===== config.mk =====
export PLATFORM = sky130hd
export DESIGN_NAME = mtg_front_flat
export DESIGN_NICKNAME = d
export VERILOG_FILES = /design/src/rtl/mtg_pkg.sv /design/src/rtl/mtg_if.sv /design/src/rtl/mtg_front.sv /design/src/flat_wrapper.sv
export SDC_FILE = /design/constraint.sdc
export NUM_CORES = 1
export LEC_CHECK = 0
export BUFFER_PORTS_ARGS = -buffer_cell sky130_fd_sc_hd__clkbuf_2
export CAP_MARGIN = 20
export CORE_MARGIN = 2
export CORE_UTILIZATION = 50
export DETAILED_ROUTE_END_ITERATION = 12
export PLACE_DENSITY = 0.76
export SYNTH_ARGS = -nofsm -noshare
export SYNTH_HDL_FRONTEND = slang
export SYNTH_SLANG_ARGS = --single-unit

===== constraint.sdc =====
create_clock -name clk -period 2.5 [get_ports clk]
set_input_delay 0.375 -clock clk [delete_from_list [all_inputs] [get_ports clk]]
set_output_delay 0.375 -clock clk [all_outputs]
set_load 0.01 [all_outputs]

===== src/rtl/mtg_pkg.sv =====
// shared constants, types and the tempering function of the mt19937 generator
package mtg_pkg;

	localparam int TABLE_DEPTH = 624;
	localparam int TWIST_OFFSET = 397;
	localparam int IDX_W = 10;
	localparam int COUNT_W = 7;
	localparam int OFIFO_DEPTH = 4;
	localparam int OFIFO_PTR_W = 2;
	localparam int OFIFO_CNT_W = 3;

	localparam logic [COUNT_W-1:0] MAX_RUN = COUNT_W'(64);
	localparam logic [IDX_W-1:0] IDX_END = IDX_W'(TABLE_DEPTH);
	localparam logic [IDX_W-1:0] IDX_LAST = IDX_W'(TABLE_DEPTH - 1);
	localparam logic [IDX_W:0] FAR_OFS = (IDX_W + 1)'(TWIST_OFFSET);
	localparam logic [IDX_W:0] DEPTH_WIDE = (IDX_W + 1)'(TABLE_DEPTH);

	localparam logic [31:0] RESET_SEED = 32'd4357;
	localparam logic [31:0] FILL_MULT = 32'd69069;
	localparam logic [31:0] TWIST_MATRIX = 32'h9908_b0df;
	localparam logic [31:0] TEMPER_B = 32'h9d2c_5680;
	localparam logic [31:0] TEMPER_C = 32'hefc6_0000;

	typedef enum logic [1:0] {
		ST_FILL,
		ST_GEN,
		ST_TWIST
	} mtg_state_t;

	// request handed from the front queue to the back end
	typedef struct packed {
		logic valid;
		logic [COUNT_W-1:0] count;
	} mtg_job_t;

	function automatic logic [31:0] mtg_temper(input logic [31:0] w);
		logic [31:0] y;
		y = w;
		y = y ^ (y >> 11);
		y = y ^ ((y << 7) & TEMPER_B);
		y = y ^ ((y << 15) & TEMPER_C);
		y = y ^ (y >> 18);
		return y;
	endfunction

endpackage


===== src/rtl/mtg_if.sv =====
// valid/ready channel interfaces for requests and generated words
interface mtg_req_if import mtg_pkg::*; ();
	logic valid;
	logic ready;
	logic [COUNT_W-1:0] count;

	modport source (output valid, output count, input ready);
	modport sink (input valid, input count, output ready);
endinterface



===== src/rtl/mtg_front.sv =====
// request intake: drops empty requests, clamps counts and queues them
module mtg_front import mtg_pkg::*; (
	input logic clk,
	input logic arst_n,
	mtg_req_if.sink req,
	output mtg_job_t job,
	input logic job_pop
);

	logic [COUNT_W-1:0] q_count_q [2];
	logic wr_ptr_q;
	logic rd_ptr_q;
	logic [1:0] cnt_q;
	logic push;
	logic [COUNT_W-1:0] clamped;

	assign req.ready = (cnt_q != 2'd2);
	assign clamped = (req.count > MAX_RUN) ? MAX_RUN : req.count;
	// a request for zero words is taken and forgotten
	assign push = req.valid && req.ready && (req.count != '0);

	assign job.valid = (cnt_q != 2'd0);
	assign job.count = q_count_q[rd_ptr_q];

	always_ff @(posedge clk or negedge arst_n) begin
		if (!arst_n) begin
			wr_ptr_q <= 1'b0;
			rd_ptr_q <= 1'b0;
			cnt_q <= 2'd0;
		end else begin
			if (push) begin
				wr_ptr_q <= ~wr_ptr_q;
			end
			if (job_pop) begin
				rd_ptr_q <= ~rd_ptr_q;
			end
			case ({push, job_pop})
				2'b10: cnt_q <= cnt_q + 2'd1;
				2'b01: cnt_q <= cnt_q - 2'd1;
				default: cnt_q <= cnt_q;
			endcase
		end
	end

	always_ff @(posedge clk) begin
		if (push) begin
			q_count_q[wr_ptr_q] <= clamped;
		end
	end

endmodule


===== src/flat_wrapper.sv =====
// flat-port wrapper written by rule: the top's interface ports become plain ports
module mtg_front_flat import mtg_pkg::*;
  (clk, arst_n, job, job_pop, req_valid, req_count, req_ready);
  mtg_req_if req_i ();
  input logic clk;
  input logic arst_n;
  output mtg_job_t job;
  input logic job_pop;
  input wire logic [$bits(req_i.valid)-1:0] req_valid;
  input wire logic [$bits(req_i.count)-1:0] req_count;
  output wire logic [$bits(req_i.ready)-1:0] req_ready;
  assign req_i.valid = req_valid;
  assign req_i.count = req_count;
  assign req_ready = req_i.ready;
  mtg_front u_core (.clk(clk), .arst_n(arst_n), .req(req_i), .job(job), .job_pop(job_pop));
endmodule

==> results by stage <==
Outcome:
- The run finished with clean final reports.

Clock network:
- The clock latency at the later pin of the worst-skew pair is 290 ps.
- TritonCTS created 3 clock buffers.
- The number of sinks handled by clock tree synthesis is 18.
- The TritonCTS clock tree is built.
- The maximum level of the CTS H-tree is 1.
- The clock transition at the registers of the reported paths is 100 ps.
- The cell at the root of the clock tree is sky130_fd_sc_hd__clkbuf_4.
- The number of buffers on the longest clock path is 2.

Critical path:
- The count of cells along the worst register-to-register path is 3.
- The worst flop-to-flop path startpoint is u_core.cnt_q[0].
- Across all register-to-register paths, the minimum setup slack is 860 ps.
- The largest single stage delay on the critical path is 580 ps.
- The endpoint of the lowest-slack register-to-register path is u_core.q_count_q[0][4].
- The critical path goes through mux2_2, clkbuf_2.
- The critical setup path kind is reg2out.
- Counting both buffers and inverters, the worst setup path holds a total of 1.
- STA puts the critical path data arrival time at 1380 ps.
- The cell family contributing the most delay on the critical path is flip-flops.
- The worst setup path is launched from a register.
- For the worst setup path, the data required time is 2120 ps.
- The critical path capture point type is a primary output.
- The largest fanout of any net on the critical path is 8.
- The cell with the biggest individual delay on the critical path is sky130_fd_sc_hd__dfrtp_1.

Synthesis:
- The main flop type after synthesis is sky130_fd_sc_hd__edfxtp_1.
- The top cell type by total area after synthesis is sky130_fd_sc_hd__edfxtp_1.
- For this run, the number of Yosys warnings is 0.
- The number of nets produced by synthesis is 60.
- By instance count, the leading cell after synthesis is sky130_fd_sc_hd__edfxtp_1.
- The share of the Yosys chip area taken by registers is 67.86%.
- Of the post-synthesis cell area, the dominant cell type holds 54.81%.
- Counting distinct cell types in the post-synthesis netlist gives 15.
- Synthesis inferred 18 register bits.
- Summing every instance area after synthesis gives 767.0 um^2.
- The synthesized design contains 14 enable-type register cells.
- Counting flops with an async set or reset pin after synthesis yields a share of 22.22%.
- The number of instances in the synthesized netlist is 48.
- By area the synthesized netlist is led by sky130_fd_sc_hd__edfxtp_1 (55%), sky130_fd_sc_hd__dfrtp_1 (13%), sky130_fd_sc_hd__mux2_2 (10%), sky130_fd_sc_hd__nor2b_1 (4.9%), sky130_fd_sc_hd__xnor2_1 (3.4%).
- A synthesized cell averages 15.98 um^2.
- Sorting the synthesized cells by how often they occur yields sky130_fd_sc_hd__edfxtp_1 (14), sky130_fd_sc_hd__mux2_2 (7), sky130_fd_sc_hd__nor2b_1 (6).

Die:
- 20 I/O pins were placed.
- The die is 43.17 um wide.
- After floorplanning, the core was sized to cover 1471 um^2.
- The number of standard-cell rows in the floorplan is 14.
- For this configuration, the core starts out at a cell density of 52.13%.
- The y dimension of the die is 43.17 um.
- The overall die area is 1863 um^2.

Timing:
- The final count of hold timing violations was 0.
- The time the final worst path needs with I/O delays and setup is 1752 ps.
- Static timing analysis puts the maximum clock frequency at 570.6 MHz.
- The number of slew-limit violations in the final report is 0.
- The final critical path takes up 70.10% of the cycle.
- The setup TNS is 0 ps.
- The worst path setup slack after routing is 747.5 ps.
- The minimum hold slack is 283.4 ps.
- The remaining max-slew budget at the tightest pin is 57.19%.
- On the final layout, the worst clock skew is 3.346 ps.
- Setup repair after global routing left no endpoint under its margin.
- At the pin with the least slew margin, the transition time is 639.7 ps.
- Setup violations remaining at the end of the flow were counted as 0.

Final layout:
- The layout net count is 83.
- Compared with the post-synthesis result, the final layout area differs by 18.76%.
- The antenna diode count is 0.
- The ratio of cells with drive above 1 in the final layout is 45.71%.
- The finished cells cover 910.9 um^2.
- The share of the core filled with cells is 61.90%.

Detailed routing:
- The violation count after the first detailed-route iteration is 2.
- In this run the remaining antenna-violating nets after routing total 0.
- The routed wire length is 1.274 mm.
- After detailed routing, the number of vias per cell comes to 5.221.
- The count of unresolved DRC violations after routing is 0.
- The post-detailed-route wirelength per cell is 14.81 um.
- The iteration count of the initial detailed-routing pass is 4.
- The detailed-route via count is 449.

Placed design:
- The placement-stage cell area is 874.6 um^2.
- Detailed placement finished with a half-perimeter wire length of 942.9 um.
- The number of port buffers is 19.
- The weighted congestion at the end of routability-driven global placement is 0.7236.
- The post-place setup slack is 590.3 ps.

Power and ir drop:
- In this run the power density over the cells is 1043 nW/um^2.
- The worst IR drop on VDD is 693.7 uV.
- The analysis attributes to cell leakage a power of 0.3669 nW.

Hold path:
- The path category of the worst min-delay check is in2reg.
- The path with the worst hold slack has its endpoint at u_core.rd_ptr_q.
- Along the worst hold path, the cell count comes to 2.
- In this run the most critical hold path is launched from job_pop.

Job:
- Across the run, the number of max-cap violations was 0.

Global routing:
- Entering global routing, the biggest net connects 11 pins.
- The initial antenna violation count was 0.
- The via count of the first global-routing pass is 461.
- Global routing consumed, over all layers together, 16.59% of the routing resources.
- The first global-routing pass estimated 2.125 mm of wire.
- The final global-route overflow total is 0.
where the power goes:
| part | internal [mW] | switching (mW) |
|---|---|---|
| combinational | 0.164 | 0.155 |
| sequential | 0.422 | 0.0642 |
| clock | 0.0620 | 0.0829 |
| total | 0.648 | 0.303 |
sequential cells by signal, summed over array words and instances (netlist names):
register          count
u_core.cnt_q          2
u_core.rd_ptr_q       1
u_core.wr_ptr_q       1
u_core.q_count_q     14
routing by layer:
| metal | up-vias | routed length [um] | GRT usage (%) |
|---|---|---|---|
| met1 | 218 | 486 | 18.57 |
| met4 | 0 | 20 | 10.91 |
| met3 | 4 | 39 | 2.553 |
| met2 | 13 | 728 | 28.66 |
| li1 | 214 | - | - |
| met5 | - | 0 | 0 |
cell families (layout without fill, tap and decap cells):
group                    after synthesis  after routing  share of synthesized area (%)
flip-flops                            18             18                          67.86
AND/OR/NAND/NOR                       13             13                          10.28
multiplexers                           7              7                          10.28
XOR/XNOR                               5              5                          5.711
buffers and inverters                  3             25                          1.468
adder cells (fa/ha/maj)                1              1                          1.631
AO/OA/AOI/OAI                          1              1                          2.773
what timing repair did:
action | CTS | global route
endpoints found under the hold margin | 4 | 0
hold buffers | 1 | 0
gates resized for setup | 0 | 0
buffers inserted | 0 | 0
final cells by class:
class	instances	area (um^2)
clock buffer	4	26.28
fill	122	560.5
inverter	1	3.754
multi-input combinational	27	235.2
sequential	18	520.5
tap	16	20.02
timing repair buffer	20	105.1
worst max-delay path by stage:
stage / cells after the start / slack [ps] / from / end
CTS: 2 / 740 / u_core.rd_ptr_q / job[4]
global route: 2 / 730 / u_core.rd_ptr_q / job[4]
floorplan: 5 / 750 / req_count[2] / u_core.cnt_q[1]
detailed placement: 6 / 590 / req_count[2] / u_core.cnt_q[1]
global placement: 6 / 630 / req_count[2] / u_core.cnt_q[1]
finish: 2 / 750 / u_core.rd_ptr_q / job[4]
cells in the final DEF, fill, tap and decap left out:
cell,count
sky130_fd_sc_hd__clkbuf_2,19
sky130_fd_sc_hd__edfxtp_1,14
sky130_fd_sc_hd__mux2_2,7
sky130_fd_sc_hd__nor2b_1,6
sky130_fd_sc_hd__dfrtp_1,4
sky130_fd_sc_hd__nor2_1,3
sky130_fd_sc_hd__xnor2_1,3
sky130_fd_sc_hd__clkbuf_4,3
sky130_fd_sc_hd__xor2_1,2
sky130_fd_sc_hd__or4_4,1
sky130_fd_sc_hd__or3_1,1
sky130_fd_sc_hd__nand2b_1,1
sky130_fd_sc_hd__o211ai_4,1
sky130_fd_sc_hd__inv_1,1
sky130_fd_sc_hd__or2_2,1
sky130_fd_sc_hd__ha_1,1
sky130_fd_sc_hd__clkbuf_1,1
sky130_fd_sc_hd__dlygate4sd3_1,1
per-stage QoR:
| stage | std cells | power (mW) |
|---|---|---|
| floorplan | 48 | 0.6983 |
| finish | 86 | 0.9501 |
| detailed placement | 81 | 0.8106 |
| global placement | 81 | 0.8007 |
| CTS | 86 | 0.9600 |
| global route | 86 | 0.9992 |
Power figures use the tool's default switching activity.
